<file path="src/design/abam_pkg.sv">
// shared types and constants of the arena bump allocator
package abam_pkg;

  localparam int MARK_DEPTH = 1024;
  localparam int MARK_AW    = $clog2(MARK_DEPTH);

  localparam logic [1:0] KIND_ALLOC   = 2'd0;
  localparam logic [1:0] KIND_MARK    = 2'd1;
  localparam logic [1:0] KIND_RELEASE = 2'd2;

  localparam logic [1:0] ST_OK         = 2'd0;
  localparam logic [1:0] ST_FULL       = 2'd1;
  localparam logic [1:0] ST_MARKS_FULL = 2'd2;
  localparam logic [1:0] ST_UNKNOWN    = 2'd3;

  localparam logic [1:0] CFG_BASE = 2'd0;
  localparam logic [1:0] CFG_SIZE = 2'd1;

  typedef struct packed {
    logic exec;
    logic srch_start;
    logic rd;
    logic cmp;
    logic fail;
  } cmd_t;

  typedef struct packed {
    logic out_room;
    logic idx_end;
    logic hit;
  } stat_t;

endpackage

</file>
<file path="src/design/abam_ctrl.sv">
// controller state machine: item acceptance and mark stack search sequencing
module abam_ctrl (
  input  logic                 clk,
  input  logic                 rst_n,
  input  logic                 in_valid,
  output logic                 in_ready,
  input  logic [1:0]           in_kind,
  input  abam_pkg::stat_t      stat,
  output abam_pkg::cmd_t       cmd
);
  import abam_pkg::*;

  typedef enum logic [2:0] {
    S_IDLE = 3'b001,
    S_READ = 3'b010,
    S_CMP  = 3'b100
  } state_t;

  state_t state_r, state_nxt;
  logic   accept;

  assign in_ready = (state_r == S_IDLE) && stat.out_room;
  assign accept   = in_valid && in_ready;

  always_comb begin
    state_nxt      = state_r;
    cmd            = '0;
    case (state_r)
      S_IDLE: begin
        if (accept) begin
          if (in_kind == KIND_RELEASE) begin
            cmd.srch_start = 1'b1;
            state_nxt      = S_READ;
          end else begin
            cmd.exec = 1'b1;
          end
        end
      end
      S_READ: begin
        if (stat.idx_end) begin
          cmd.fail  = 1'b1;
          state_nxt = S_IDLE;
        end else begin
          cmd.rd    = 1'b1;
          state_nxt = S_CMP;
        end
      end
      S_CMP: begin
        cmd.cmp = 1'b1;
        if (stat.hit) begin
          state_nxt = S_IDLE;
        end else begin
          state_nxt = S_READ;
        end
      end
      default: begin
        state_nxt = S_IDLE;
      end
    endcase
  end

  always_ff @(posedge clk) begin
    if (!rst_n) begin
      state_r <= S_IDLE;
    end else begin
      state_r <= state_nxt;
    end
  end

endmodule

</file>
<file path="config.mk">
export PLATFORM = sky130hd
export DESIGN_NAME = abam_ctrl
export DESIGN_NICKNAME = d
export VERILOG_FILES = /design/src/design/abam_pkg.sv /design/src/design/abam_ctrl.sv
export SDC_FILE = /design/constraint.sdc
export NUM_CORES = 1
export LEC_CHECK = 0
export ABC_AREA = 1
export CORE_AREA = 5 5 42 44
export CTS_CLUSTER_SIZE = 28
export DETAILED_ROUTE_END_ITERATION = 7
export DIE_AREA = 0 0 47 49
export DONT_BUFFER_PORTS = 1
export MAX_ROUTING_LAYER = met4
export SLEW_MARGIN = 5
export SYNTH_ARGS = -nofsm -noshare
export SYNTH_HDL_FRONTEND = slang
export SYNTH_SLANG_ARGS = --single-unit
</file>
<file path="constraint.sdc">
create_clock -name clk -period 2.72 [get_ports clk]
set_clock_uncertainty 0.05 [all_clocks]
set_input_delay 0.136 -clock clk [delete_from_list [all_inputs] [get_ports clk]]
set_output_delay 0.136 -clock clk [all_outputs]
set_load 0.05 [all_outputs]
</file>
==> reports/qor.csv, run 1 <==
metric;value;unit
outcome;complete, no violations;
max_slew.worst_pin.slew;917;ps
sw_frac_of_total;43.6;%
clk_pin_slew;40;ps
routed_wl;505;um
stdcell_area;335;um2
grt_antenna_before_repair;0;
die_x;47;um
first_iter_violations;3;
clkLatencyLatePin;230;ps
path_max_fanout;5;
critical_path_class;flip-flop to primary output;
regMostFlops;state_r;
cts_resized;0;
dieArea;2300;um2
numClockSinks;3;
cts.path.max_buffers;2;
grt_usage;6.42;%
yosysSeqAreaShare;23.9;%
maxCapViolations;0;
cts_tree;yes;
holdCritStartpoint;stat[2];
maxSlewViolCount;0;
r2r_slack;1700;ps
timing.final.crit_period;1730;ps
synthTopCellsByArea;dfxtp_1 24%, nand3b_4 8.0%, inv_1 7.5%, nand2_2 7.5%, nor2_1 7.5%;
nets;51;
vias;234;
peakVddDrop;0.000204;V
synth.avg_cell_area;7.40;um2
setup.worst_path.end_class;primary output;
crit_arrival;1540;ps
gp_congestion;0.740;
power_frac_seq;24.9;%
cts_buffers;3;
p_clk_share;30.1;%
drt_first_pass_iters;4;
p_leak;0.188;nW
wl_per_cell;8.71;um
fp.coreArea;1400;um2
power;0.258;mW
hpwl;433;um
grt_pass1_vias;246;
cp_data_required_time;2530;ps
rsz0062_at_grt;no;
viasPerCell;4.03;
switching_power;0.113;mW
relSlewSlack;38.6;%
largest_reg_flops;3;
place_ws;1230;ps
yosys_warnings;0;
grt_max_degree;6;
yosysUniqueCellTypes;17;
dieHeight;49;um
r2r_cells;6;
combinationalPowerShare;45.0;%
cts-htree-levels;1;
postCtsSetupRepairBufs;0;
finalCritPeriodShare;63.5;%
top_level_ports;14;
ant_nets;0;
dpl.cell_count;51;
setup_viol;0;
place_area;279;um2
endpoint;cmd[3];
final-instance-count-excl-fill;58;
synth_nets;42;
r2r_start;state_r[1];
finalHoldViolCount;0;
hp-class;input port to flip-flop;
startpoint;state_r[2];
drc;0;
fin_tns_setup;0;ps
syn2layout_area_growth;33.3;%
start_util;17.9;%
start_kind;flip-flop;
overflow;0;
p_int;0.146;mW
syn_area;251;um2
top_regs;state_r (3);
antenna_cells;0;
root_buffer;clkbuf_4;
fillers;165;
ys_ff_latch;3;
grt_pass1_wl;952;um
synth_top_area_share;23.9;%
r2r-end;state_r[0];
max_freq;579;MHz
power_density;770;nW/um2
final_util;23.9;%
fin_ws;993;ps
placement.io_buffers;0;
drive_above_1_share;40.5;%
num_rows;14;
fin_hold_ws;46.0;ps
synthCells;34;
synth_top_cell_by_area;dfxtp_1;
==> power by group through the flow <==
stage,Sequential (mW),Clock (mW),Combinational [mW]
after detailed placement,0.0652,0,0.115
final,0.0642,0.0777,0.116
after global routing,0.0665,0.0903,0.132
after floorplan,0.0639,0,0.101
after CTS,0.0645,0.0821,0.118
after global placement,0.0646,0,0.114
==> kinds of logic after synthesis <==
| group | Yosys count | synth area share (%) |
|---|---|---|
| simple gates | 22 | 57.2 |
| buf+inv | 7 | 11.9 |
| flops | 3 | 23.9 |
| compound gates | 2 | 6.96 |
==> area by class of cell <==
type,instances,area [um2],area share [%]
clock buffer,4,26.3,7.84
inverter,6,22.5,6.72
multi-input combinational,24,161,48.1
sequential,3,60.1,17.9
tap,16,20.0,5.97
timing repair buffer,5,45.0,13.4
==> worst min path at each step <==
stage / cells past startpoint / end / slack (ps)
after floorplan: 1 / state_r[2] / 160
after global placement: 1 / state_r[2] / 170
after detailed placement: 1 / state_r[2] / 160
after CTS: 1 / state_r[2] / 6
after global routing: 2 / state_r[1] / 70
final: 2 / state_r[1] / 50
==> cell usage after synthesis (all sizes together) <==
cell / number
a31oi: 1
buf: 1
dfxtp: 3
inv: 6
nand2: 6
nand3: 3
nand3b: 2
nor2: 9
nor3: 1
nor3b: 1
o21ai: 1
==> placed cells by master, fill, tap and decap left out, types with 2 or more instances in the layout <==
cell type      synthesis  final
nand2_1                3      3
dlygate4sd3_1          0      3
nor2_2                 3      3
nand3_1                2      2
clkbuf_4               0      3
buf_4                  1      2
nor2_1                 5      5
inv_1                  5      5
nand2_2                3      3
dfxtp_1                3      3
==> per-layer routing <==
metal,vias to the layer above,global-route usage (%),wire (um)
li1,121,-,-
met1,97,5.03,173
met2,12,7.92,249
met3,4,4.80,59
met4,0,8.29,22
met5,-,-,0
==> worst max-delay path, cell delays in order (launching register included) <==
cell and delay (ps):
dfxtp_1 340, nor2_2 120, nand2_2 100, nor2_4 310, nand2_2 100, nor3_2 110
buf_4 210
==> repair_timing <==
item,in CTS,in global routing
endpoints found under the setup margin,0,0
endpoints found under the hold margin,3,1
hold buffers,2,1
Power figures use the tool's default switching activity.
==> run 2, diff against run 1 <==
==> constraint.sdc (replaced) <==
create_clock -name clk -period 1.8 [get_ports clk]
set_clock_uncertainty 0.05 [all_clocks]
set_input_delay 0.09 -clock clk [delete_from_list [all_inputs] [get_ports clk]]
set_output_delay 0.09 -clock clk [all_outputs]
set_load 0.05 [all_outputs]
==> run 2 against run 1 <==
Compared with the run above: first-iteration DRC count shrank 67%; count of clock-buffer cells in the layout is the same; power grew 59%; critical path type is now flip-flop to flip-flop.
==> reports/qor.csv, run 2 (synthesis gave the netlist of run 1 again) <==
metric;value;unit;change
start_util;17.9;%;unchanged
place_ws;596;ps;-631 ps
grt_usage;6.86;%;+0.44 points
finalCritPeriodShare;83.5;%;
maxCapViolations;0;;unchanged
max_freq;665;MHz;
numClockSinks;3;;unchanged
fillers;161;;-2.4%
grt_pass1_wl;1020;um;+7.2%
grt_max_degree;6;;unchanged
cp_data_required_time;1870;ps;-660 ps
nets;55;;+7.8%
largest_reg_flops;3;;unchanged
drc;0;;unchanged
fin_ws;297;ps;-696 ps
cts-htree-levels;1;;unchanged
cts_tree;yes;;
overflow;0;;unchanged
num_rows;14;;unchanged
timing.final.crit_period;1500;ps;
top_regs;state_r (3);;
hp-class;input port to flip-flop;;
max_slew.worst_pin.slew;436;ps;-481 ps
maxSlewViolCount;0;;unchanged
viasPerCell;4.13;;+2.3%
slowest_delay;540;ps;+200 ps
hpwl;473;um;+9.2%
dieHeight;49;um;unchanged
grt_pass1_vias;280;;+14%
clkLatencyLatePin;240;ps;about the same
power_density;1120;nW/um2;+45%
cts_buffers;3;;unchanged
first_iter_violations;1;;-2
gp_congestion;0.754;;+2.0%
dieArea;2300;um2;unchanged
slowest_stage;dlygate4sd3_1;;
vias;256;;+9.4%
antenna_cells;0;;unchanged
path_max_fanout;5;;unchanged
crit_cells;5;;-1
die_x;47;um;unchanged
fp.coreArea;1400;um2;unchanged
relSlewSlack;70.9;%;+32 points
critical_path_class;flip-flop to flip-flop;;
outcome;complete, no violations;;
setup.worst_path.end_class;flip-flop;;
fin_tns_setup;0;ps;unchanged
regMostFlops;state_r;;
setup_viol;0;;unchanged
rsz0062_at_grt;no;;
start_kind;flip-flop;;
peakVddDrop;0.000397;V;+95%
crit_arrival;1570;ps;+30 ps
syn2layout_area_growth;46.3;%;
drive_above_1_share;43.5;%;+3.0 points
postCtsSetupRepairBufs;0;;unchanged
top_level_ports;14;;unchanged
ant_nets;0;;unchanged
p_leak;0.213;nW;+13%
r2r_cells;5;;-1
placement.io_buffers;0;;unchanged
hold_depth;3;;+1
drt_first_pass_iters;2;;-2
cts.path.max_buffers;2;;unchanged
wl_per_cell;9.52;um;+9.3%
cp.buffers_inverters;1;;unchanged
root_buffer;clkbuf_4;;
routed_wl;590;um;+17%
path_cells;nor2_2 -> nand2_2 -> a31oi_2 -> nor2_1 -> dlygate4sd3_1;;
grt_antenna_before_repair;0;;unchanged
finalHoldViolCount;0;;unchanged
crit_family;buffers and inverters;;
mostFrequentLayoutCells;5 x nor2_1, 5 x inv_1, 5 x buf_4;;
clk_pin_slew;40;ps;about the same
==> run 2: cell types whose count changed in the layout (fill, tap and decap cells not counted), sizes merged <==
cell | before | now
buf | 2 | 5
dlygate4sd3 | 3 | 4
==> run 2: final timing paths <==
path | start | end | slack, ps
min | stat[2] | state_r[0] | 10
max | state_r[2] | state_r[1] | 300
max reg2reg | state_r[2] | state_r[1] | 300
min reg2reg | state_r[0] | state_r[0] | 630
==> run 2: final cells by class <==
type / instances / area [um2] / share of cell area [%]
sequential: 3 / 60.1 / 16.3
clock buffer: 4 / 26.3 / 7.14
inverter: 6 / 22.5 / 6.12
multi-input combinational: 24 / 161 / 43.9
tap: 16 / 20.0 / 5.44
timing repair buffer: 9 / 77.6 / 21.1
==> run 2: worst register-to-register path: stages, from the launching register on <==
cell,delay [ps]
dfxtp_1,340
nor2_2,120
nand2_2,100
a31oi_2,170
nor2_1,60
dlygate4sd3_1,540
==> run 2: metrics by stage <==
step	std cells	instance area, um2	power [mW]	utilization [%]	hold WS (ps)
floorplan	34	251	0.250	-	116
global placement	54	302	0.280	21.5	120
detailed placement	54	302	0.284	21.5	120
CTS	62	368	0.422	26.3	10.2
global route	62	368	0.448	26.3	44.7
finish	62	368	0.411	26.3	12.3
==> run 2: metal layers <==
metal	GRT usage [%]	vias up	part of all wire, %
met1	5.49	108	35
met4	9.68	0	6.9
met5	-	-	0
met3	1.85	5	7.1
li1	-	130	-
met2	9.95	13	50
==> run 2: where the power goes <==
| group | total [mW] | switching, mW | internal (mW) |
|---|---|---|---|
| Combinational | 0.194 | 0.121 | 0.0726 |
| Clock | 0.120 | 0.0366 | 0.0832 |
| Sequential | 0.0977 | 0.0177 | 0.0800 |
==> run 2: what timing repair did <==
action	in CTS	in global routing
resized for setup	0	0
endpoints found under the setup margin	0	0
endpoints found under the hold margin	3	0
hold buffers	4	0
